===== config.mk =====
export PLATFORM = sky130hd
export DESIGN_NAME = gdec_front
export DESIGN_NICKNAME = d
export VERILOG_FILES = /design/src/rtl/gdec_pkg.sv /design/src/rtl/gdec_front.sv
export SDC_FILE = /design/constraint.sdc
export NUM_CORES = 1
export LEC_CHECK = 0
export ABC_CLOCK_PERIOD_IN_PS = 2000
export BUFFER_PORTS_ARGS = -buffer_cell sky130_fd_sc_hd__buf_2
export CAP_MARGIN = 20
export CORE_MARGIN = 3
export CORE_UTILIZATION = 49
export CTS_CLUSTER_DIAMETER = 100
export DETAILED_ROUTE_END_ITERATION = 10
export PLACE_DENSITY = 0.75
export SLEW_MARGIN = 10
export SYNTH_ARGS = -nofsm -noshare
export SYNTH_HDL_FRONTEND = slang
export SYNTH_SLANG_ARGS = --single-unit

===== constraint.sdc =====
create_clock -name aclk -period 2 [get_ports aclk]
set_input_delay 0.1 -clock aclk [delete_from_list [all_inputs] [get_ports aclk]]
set_output_delay 0.1 -clock aclk [all_outputs]
set_load 0.01 [all_outputs]

===== src/rtl/gdec_pkg.sv =====
package gdec_pkg;

    localparam int TABLE_ENTRIES_DEF = 4096;
    localparam int MAX_CODE_BITS_DEF = 12;

    localparam int BUF_W = 20;
    localparam int BCNT_W = 5;
    localparam int CW_W = 4;
    localparam int CMP_W = 16;

    localparam logic [3:0] DEF_MIN_CODE_SIZE = 4'd8;
    localparam logic [3:0] MIN_SIZE = 4'd2;
    localparam logic [3:0] MAX_SIZE = 4'd8;

    localparam logic [1:0] CMD_PUSH = 2'd0;
    localparam logic [1:0] CMD_PULL = 2'd1;
    localparam logic [1:0] CMD_RESTART = 2'd2;

    localparam logic [2:0] ST_BYTE = 3'd0;
    localparam logic [2:0] ST_NEED = 3'd1;
    localparam logic [2:0] ST_REFUSED = 3'd2;
    localparam logic [2:0] ST_CLEAR = 3'd3;
    localparam logic [2:0] ST_END = 3'd4;

    typedef struct packed {
        logic [1:0] cmd;
        logic [7:0] data_byte;
    } item_t;

    function automatic logic [3:0] clamp_size(input logic [3:0] s);
        logic [3:0] r;
        r = s;
        if (s < MIN_SIZE) r = MIN_SIZE;
        if (s > MAX_SIZE) r = MAX_SIZE;
        return r;
    endfunction

endpackage


===== src/rtl/gdec_front.sv =====
module gdec_front (
    input  logic               aclk,
    input  logic               aresetn,
    input  logic               s_valid,
    output logic               s_ready,
    input  logic [1:0]         s_cmd,
    input  logic [7:0]         s_data_byte,
    output logic               q_valid,
    input  logic               q_ready,
    output gdec_pkg::item_t    q_item
);

    gdec_pkg::item_t slot_reg [2];
    logic            wr_ptr_reg, wr_ptr_next;
    logic            rd_ptr_reg, rd_ptr_next;
    logic [1:0]      cnt_reg, cnt_next;
    logic            push, pop;

    assign s_ready = (cnt_reg != 2'd2);
    assign q_valid = (cnt_reg != 2'd0);
    assign q_item = slot_reg[rd_ptr_reg];
    assign push = s_valid && s_ready;
    assign pop = q_valid && q_ready;

    always_comb begin
        wr_ptr_next = push ? ~wr_ptr_reg : wr_ptr_reg;
        rd_ptr_next = pop ? ~rd_ptr_reg : rd_ptr_reg;
        cnt_next = cnt_reg;
        if (push && !pop) cnt_next = cnt_reg + 2'd1;
        if (pop && !push) cnt_next = cnt_reg - 2'd1;
    end

    always_ff @(posedge aclk) begin
        if (!aresetn) begin
            wr_ptr_reg <= 1'b0;
            rd_ptr_reg <= 1'b0;
            cnt_reg <= 2'd0;
        end else begin
            wr_ptr_reg <= wr_ptr_next;
            rd_ptr_reg <= rd_ptr_next;
            cnt_reg <= cnt_next;
        end
    end

    always_ff @(posedge aclk) begin
        if (push) begin
            slot_reg[wr_ptr_reg].cmd <= s_cmd;
            slot_reg[wr_ptr_reg].data_byte <= s_data_byte;
        end
    end

endmodule


==> results of run 1 <==
## how the worst min path moves through the flow
| stage | start | slack [ps] | end |
|---|---|---|---|
| after floorplan | s_data_byte[0] | 200 | slot_reg[0][0]$_DFFE_PP_ |
| after global placement | s_data_byte[2] | 290 | slot_reg[0][2]$_DFFE_PP_ |
| after detailed placement | s_cmd[0] | 290 | slot_reg[0][8]$_DFFE_PP_ |
| after CTS | aresetn | 50 | cnt_reg[0]$_SDFFE_PN0P_ |
| after global routing | aresetn | 40 | wr_ptr_reg$_SDFFE_PN0N_ |
| final | aresetn | 50 | cnt_reg[0]$_SDFFE_PN0P_ |
## cells in the final DEF, fill, tap and decap left out, types with 2 or more instances in the layout
cell / instances
clkbuf_4: 3
dfxtp_1: 5
mux2_2: 10
nor2b_1: 2
dlygate4sd3_1: 10
xnor2_1: 3
buf_2: 25
edfxtp_1: 20
## routing by layer
layer  GRT usage, %  up-vias  wire, microns
li1               -      278              -
met1           15.3      249            648
met2           24.3       14            813
met3           3.63        2             77
met4           6.91        0             12
met5              0        -              0
## kinds of logic after synthesis
group	Yosys count	synth area share [%]
multiplexers	10	11.8
flip-flops	25	73.5
AO/OA/AOI/OAI	5	3.94
XOR/XNOR	3	2.76
AND/OR/NAND/NOR	9	5.78
adder cells (fa/ha/maj)	1	1.31
buffers and inverters	2	0.918
## what timing repair did
item	in CTS	in global routing
hold buffers	10	0
hold endpoints to repair	20	0
buffers inserted	0	0
## Yosys cell counts
cell      instances  area [sq um]
edfxtp_1         20           601
mux2_2           10           113
dfxtp_1           5           100
xnor2_1           3          26.3
nor2b_1           2          12.5
a21bo_2           1          10.0
a21boi_0          1          7.51
a21boi_1          1          7.51
and2_1            1          6.26
and3_1            1          6.26
buf_2             1          5.00
ha_1              1          12.5
inv_1             1          3.75
nand2_1           1          3.75
nand2b_1          1          6.26
nand3b_1          1          7.51
o21a_1            1          7.51
o21ai_0           1          5.00
or2_2             1          6.26
or3_1             1          6.26
## power breakdown
| part | internal, mW | switching, mW | leakage, nW |
|---|---|---|---|
| clock | 0.0777 | 0.138 | 0.0150 |
| combinational | 0.245 | 0.201 | 0.232 |
| sequential | 0.666 | 0.0692 | 0.228 |
| total | 0.989 | 0.407 | 0.475 |
## cell type report
cell class	instances	area (sq um)
Timing Repair Buffer	35	225
Multi-Input combinational cell	28	244
Sequential cell	25	701
Inverter	1	3.75
Fill cell	131	552
Tap cell	25	31.3
Clock buffer	4	26.3
==> results_tabular.tex, run 1 <==
\begin{tabular}{lr}
\hline
Metric & Value \\
\hline
\multicolumn{2}{l}{\textbf{STA}} \\
Setup violators final & 0 \\
RSZ-0062 raised after global routing & false \\
Slew headroom & between 60\% and 70\% \\
Min Hold Slack & around 48 ps \\
Highest attainable clock frequency & approximately 0.64 GHz \\
Period utilization & between 70\% and 80\% \\
Setup skew after layout & 3.75 ps \\
Final min period & $\sim$1600 ps \\
Worst setup margin & between 400 and 500 ps \\
Total Neg Setup Slack & 0 ps \\
Endpoints failing hold & 0 \\
Slew Limit Fails & 0 \\
Pin slew with the least headroom to its limit & roughly 470 ps \\
\multicolumn{2}{l}{\textbf{Floorplanning}} \\
Initial standard-cell utilization of the core & 53.5\% \\
Die X & approximately 50 microns \\
Standard-cell row count & 15 \\
Number of I/O pins & 26 \\
Die height & between 50 and 60 microns \\
Core region area & around 1800 sq um \\
Die outline area & 2510 sq um \\
\multicolumn{2}{l}{\textbf{Critical path}} \\
Max FO, Critical Path & 5 \\
CP Capture Point & cnt\_reg[1]\$\_SDFFE\_PN0P\_ \\
Largest delay contributor family on the critical path & simple AND/OR/NAND/NOR gates \\
Chain of cells forming the critical path & nand2b\_1 > nand2\_1 > ha\_1 > or3\_1 > a21boi\_1 \\
Launching point of the worst reg2reg path & cnt\_reg[0]\$\_SDFFE\_PN0P\_ \\
Setup slack of the most critical reg-to-reg path & approximately 440 ps \\
Worst R2R Path Depth & 5 \\
Stage delay of the slowest cell on the critical path & 420 ps \\
CP Launch Point & cnt\_reg[0]\$\_SDFFE\_PN0P\_ \\
Startpoint class of the critical path & flop \\
Critical path required time & approximately 2300 ps \\
Start-to-end type of the worst setup path & reg -> reg \\
Crit-path slowest cell & dfxtp\_1 \\
End of the worst register-to-register path & cnt\_reg[1]\$\_SDFFE\_PN0P\_ \\
Kind of end point of the critical path & flop \\
Critical path buffers and inverters & 0 \\
Total number of cells along the worst setup path & 5 \\
Arrival @ worst endpoint & between 1500 and 2000 ps \\
\multicolumn{2}{l}{\textbf{Logic synthesis}} \\
Instance count of the mapped netlist & 55 \\
Netlist cell types & 20 \\
Number of nets produced by synthesis & 70 \\
Seq cells post-synth & 25 \\
Synth warn & 0 \\
Synthesized cell area & 953 sq um \\
Post-synthesis average cell area & around 17 sq um \\
Sequential-to-total area share from yosys stat & between 70\% and 80\% \\
\multicolumn{2}{l}{\textbf{Job}} \\
Max\_cap viols & 0 \\
\multicolumn{2}{l}{\textbf{Clocking}} \\
H-tree level count & 1 \\
Maximum number of buffers from clock root to sink & 2 \\
Clock transition at the registers of the reported paths & approximately 130 ps \\
Clock latency on the worst-skew pair & 300 ps \\
CTS-repair resized insts & 0 \\
CTS tree & built \\
Clock Root Buffer & clkbuf\_4 \\
\# clock sinks & 25 \\
TritonCTS Buffers & 3 \\
\multicolumn{2}{l}{\textbf{Detailed routing}} \\
Post-detailed-route wirelength per cell & $\sim$13 microns \\
Violation count after the first detailed-route iteration & 6 \\
Number of nets still failing antenna checks after routing & 0 \\
Routed via count & $\sim$540 \\
DRC Markers & 0 \\
Final Routed Wirelength & between 1.5 and 2 mm \\
Drt first pass iters & 4 \\
Vias per inst & between 4 and 5 \\
\multicolumn{2}{l}{\textbf{Hold path}} \\
Hold-critical path depth & 2 \\
Path class of the lowest-slack min-delay path & in -> reg \\
\multicolumn{2}{l}{\textbf{Layout}} \\
Final-stage net count & roughly 110 \\
Largest register FFs & 20 \\
Post-route insts no fill & approximately 120 \\
Proportion of layout cells with a drive suffix above 1 & roughly 43\% \\
Design Area, Final & approximately 1200 sq um \\
Count of inserted antenna diode cells & 0 \\
Area delta synth->final & 29.1\% \\
Core occupancy in the finished layout & 69.1\% \\
\multicolumn{2}{l}{\textbf{Power}} \\
Total power & between 1 and 1.5 mW \\
Leakage power of the design & 0.475 nW \\
Maximum vdd ir drop & a little over 700 uV \\
Power per unit of standard cell area & 1130 nW/um\^{}2 \\
\multicolumn{2}{l}{\textbf{Placement}} \\
Weighted congestion at the end of routability-driven global placement & around 0.64 \\
Inst Count DP & $\sim$100 \\
Number of buffers added on ports & 25 \\
Placed wire-length estimate & 1.01 mm \\
Post-DP Area & 1100 sq um \\
Post-placement setup slack & 446 ps \\
\multicolumn{2}{l}{\textbf{Global routing}} \\
Largest net degree at the start of global routing & 14 \\
Number of antenna violations at the first check in global routing & 0 \\
First-pass GRT wire length & approximately 2.5 mm \\
Global-route usage over all layers & between 10\% and 20\% \\
Overflow left after global routing & 0 \\
Via count of the first global-routing pass & between 500 and 600 \\
\multicolumn{2}{l}{\textbf{Status}} \\
Result of the run & finished clean \\
\hline
\end{tabular}
Note: power is estimated with default switching activity, not from simulation.
==> run 2: changes to the inputs <==
--- a/config.mk
+++ b/config.mk
@@ -5,14 +5,15 @@
 export SDC_FILE = /design/constraint.sdc
 export NUM_CORES = 1
 export LEC_CHECK = 0
-export ABC_CLOCK_PERIOD_IN_PS = 2000
+export ABC_AREA = 1
+export ABC_CLOCK_PERIOD_IN_PS = 1600
 export BUFFER_PORTS_ARGS = -buffer_cell sky130_fd_sc_hd__buf_2
 export CAP_MARGIN = 20
 export CORE_MARGIN = 3
-export CORE_UTILIZATION = 49
+export CORE_UTILIZATION = 50
 export CTS_CLUSTER_DIAMETER = 100
 export DETAILED_ROUTE_END_ITERATION = 10
-export PLACE_DENSITY = 0.75
+export PLACE_DENSITY = 0.76
 export SLEW_MARGIN = 10
 export SYNTH_ARGS = -nofsm -noshare
 export SYNTH_HDL_FRONTEND = slang
==> constraint.sdc (replaced) <==
create_clock -name aclk -period 1.6 [get_ports aclk]
set_input_delay 0.08 -clock aclk [delete_from_list [all_inputs] [get_ports aclk]]
set_output_delay 0.08 -clock aclk [all_outputs]
set_load 0.01 [all_outputs]
==> run 2 against run 1 <==
Against the previous run:
- routed wire length is 9.2% higher
- worst setup slack worse by 230 ps
- clock power is 28% higher
- die area is 1.4% higher
- utilization is 2.8 points higher
- global-route usage is 1.9 points higher
- final cell count is 14% higher
- largest cell class unchanged
- largest power group unchanged
- synthesized cell count is 22% higher
- register-to-register slack worse by 220 ps
- first-iteration DRC count is 83% higher
- design area is 5.2% higher
==> results_tabular.tex, run 2 <==
\begin{tabular}{lr}
\hline
Metric & Value \\
\hline
\multicolumn{2}{l}{\textbf{Logic synthesis}} \\
Post-synth top area cell & edfxtp\_1 \\
Proportion of synthesized area in mux cells & 11.4\% \\
Synthesized cell area & between 900 and 1000 sq um \\
Number of synthesized flops with an enable pin & 20 \\
Instance count of the mapped netlist & 67 \\
Number of nets produced by synthesis & 82 \\
Area fraction in and, or, nand and nor cells after synthesis & $\sim$12\% \\
Leading register cell type out of synthesis & edfxtp\_1 \\
Share of the synthesized netlist area taken by xor and xnor gates & 0\% \\
Synth Area in Compound Gates & around 1.9\% \\
Arithmetic-cell share of the synthesized area counting full adders, half adders and majority gates & under 10\% \\
Dominant combinational cell family by area after synthesis & simple AND/OR/NAND/NOR gates \\
Sequential-to-total area share from yosys stat & between 70\% and 80\% \\
Leading cell types by total area after synthesis & edfxtp\_1, dfxtp\_1, mux2\_2 \\
Post-synthesis average cell area & approximately 15 sq um \\
Synth warn & 0 \\
Seq cells post-synth & 25 \\
Netlist cell types & 18 \\
Async S/R FF share, synth & 0\% \\
Most frequently used cell type in the post-synthesis netlist & edfxtp\_1 \\
Top cells by count, synth & edfxtp\_1, mux2\_2, nor2\_1 \\
Area fraction of the dominant cell type after synthesis & $\sim$60\% \\
\multicolumn{2}{l}{\textbf{Critical path}} \\
Stage delay of the slowest cell on the critical path & just under 500 ps \\
Startpoint class of the critical path & flop \\
Arrival @ worst endpoint & between 1000 and 1500 ps \\
Crit-path slowest cell & dfxtp\_2 \\
Chain of cells forming the critical path & mux2\_1 > buf\_2 \\
Max FO, Critical Path & 10 \\
Kind of end point of the critical path & output pin \\
Largest delay contributor family on the critical path & flip-flops \\
Critical path buffers and inverters & 1 \\
Critical path required time & roughly 1500 ps \\
Total number of cells along the worst setup path & 2 \\
Worst R2R Path Depth & 7 \\
Start-to-end type of the worst setup path & reg -> out \\
\multicolumn{2}{l}{\textbf{Placement}} \\
Inst Count DP & 120 \\
Placed wire-length estimate & around 1.2 mm \\
Post-placement setup slack & between 200 and 300 ps \\
Weighted congestion at the end of routability-driven global placement & just over 0.7 \\
Number of buffers added on ports & 25 \\
Post-DP Area & 1160 sq um \\
\multicolumn{2}{l}{\textbf{STA}} \\
Period utilization & approximately 87\% \\
Worst setup margin & 208 ps \\
Endpoints failing hold & 0 \\
Highest attainable clock frequency & slightly above 0.7 GHz \\
Slew headroom & a little over four fifths \\
Min Hold Slack & $\sim$14 ps \\
Total Neg Setup Slack & 0 ps \\
Pin slew with the least headroom to its limit & between 200 and 250 ps \\
RSZ-0062 raised after global routing & false \\
Slew Limit Fails & 0 \\
Setup skew after layout & 11.2 ps \\
Setup violators final & 0 \\
Final min period & between 1000 and 1500 ps \\
\multicolumn{2}{l}{\textbf{Global routing}} \\
Largest net degree at the start of global routing & 16 \\
Via count of the first global-routing pass & around 700 \\
Global-route usage over all layers & 15.8\% \\
First-pass GRT wire length & 2.88 mm \\
Number of antenna violations at the first check in global routing & 0 \\
Overflow left after global routing & 0 \\
\multicolumn{2}{l}{\textbf{Layout}} \\
Area of combinational cells with multiple inputs & about 260 sq um \\
Count of inserted antenna diode cells & 0 \\
Flip-flop and latch area & between 700 and 800 sq um \\
Fill count & 130 \\
Final-stage net count & roughly 130 \\
Leading cell types in the layout, fill and taps excluded & buf\_2, edfxtp\_1, dlygate4sd3\_1, mux2\_2, nor2\_1 \\
Proportion of layout cells with a drive suffix above 1 & 46.8\% \\
Largest register FFs & 20 \\
Post-route insts no fill & about 130 \\
Most common library cell in the layout ignoring fill and taps & buf\_2 \\
Design Area, Final & between 1000 and 1500 sq um \\
Core occupancy in the finished layout & between 70\% and 80\% \\
Area delta synth->final & 31.0\% \\
\multicolumn{2}{l}{\textbf{Detailed routing}} \\
Post-detailed-route wirelength per cell & about 13 microns \\
Number of nets still failing antenna checks after routing & 0 \\
Vias per inst & approximately 4.8 \\
Drt first pass iters & 5 \\
Routed via count & $\sim$640 \\
Violation count after the first detailed-route iteration & 11 \\
DRC Markers & 0 \\
Final Routed Wirelength & approximately 1.7 mm \\
\multicolumn{2}{l}{\textbf{Clocking}} \\
H-tree level count & 1 \\
Maximum number of buffers from clock root to sink & 2 \\
\# clock sinks & 25 \\
Clock latency on the worst-skew pair & between 300 and 400 ps \\
Clock transition at the registers of the reported paths & roughly 140 ps \\
TritonCTS Buffers & 3 \\
Post-CTS setup buffer count & 0 \\
Clock Root Buffer & clkbuf\_4 \\
CTS tree & built \\
\multicolumn{2}{l}{\textbf{Floorplanning}} \\
Die height & just over 50 microns \\
Die X & 50.5 microns \\
Core region area & 1800 sq um \\
Initial standard-cell utilization of the core & about 55\% \\
Number of I/O pins & 26 \\
Standard-cell row count & 15 \\
Die outline area & 2550 sq um \\
\multicolumn{2}{l}{\textbf{Power}} \\
Maximum vdd ir drop & 772 uV \\
Total power & 1.56 mW \\
Power per unit of standard cell area & about 1200 nW/um\^{}2 \\
Leakage power of the design & between 0.5 and 0.6 nW \\
\multicolumn{2}{l}{\textbf{Status}} \\
Result of the run & finished clean \\
\multicolumn{2}{l}{\textbf{Job}} \\
Max\_cap viols & 0 \\
\multicolumn{2}{l}{\textbf{Hold path}} \\
Hold-critical path depth & 3 \\
Path class of the lowest-slack min-delay path & in -> reg \\
\hline
\end{tabular}
## run 2: what timing repair did
action	CTS	global route
endpoints found under the hold margin	20	0
gates resized for setup	0	1
endpoints found under the setup margin	0	10
hold buffers	10	0
## run 2: report_power, final
| group | internal (mW) | switching (mW) |
|---|---|---|
| Clock | 0.0954 | 0.180 |
| Combinational | 0.210 | 0.216 |
| Sequential | 0.798 | 0.0602 |
| Total | 1.10 | 0.456 |
## run 2: cell type report
cell class	instances	share of cell area, %
Clock buffer	3	1.74
Clock inverter	1	0.580
Inverter	5	1.45
Multi-Input combinational cell	36	19.9
Sequential cell	25	54.2
Tap cell	25	2.42
Timing Repair Buffer	39	19.7
## run 2: worst reg2reg max path, cell delays in order (launching register included)
cell     delay (ps)
dfxtp_1         390
o21a_2          250
ha_1            330
inv_1            80
nand2_1          50
nor2_1           80
nor2_1           40
nor2_1           90
## run 2: worst paths after layout
path,endpoint,slack [ps],startpoint
worst min register to register,flop,510,rd_ptr_reg$_SDFFE_PN0P_
worst max-delay path,q_item[0],210,flop
worst min-delay path,cnt_reg[1]$_SDFFE_PN0P_,10,aresetn
worst max register to register,cnt_reg[1]$_SDFFE_PN0P_,220,cnt_reg[1]$_SDFFE_PN0P_
## run 2: cells by family after synthesis
logic type	after synthesis
AO/OA/AOI/OAI	3
adder cells (fa/ha/maj)	1
buffers and inverters	6
flip-flops	25
multiplexers	10
AND/OR/NAND/NOR	22
## run 2: metal layers
layer  GRT usage, %  wire, microns
met5              0              0
met4           8.07             37
met3           3.26             95
met2           29.6            909
met1           16.5            650
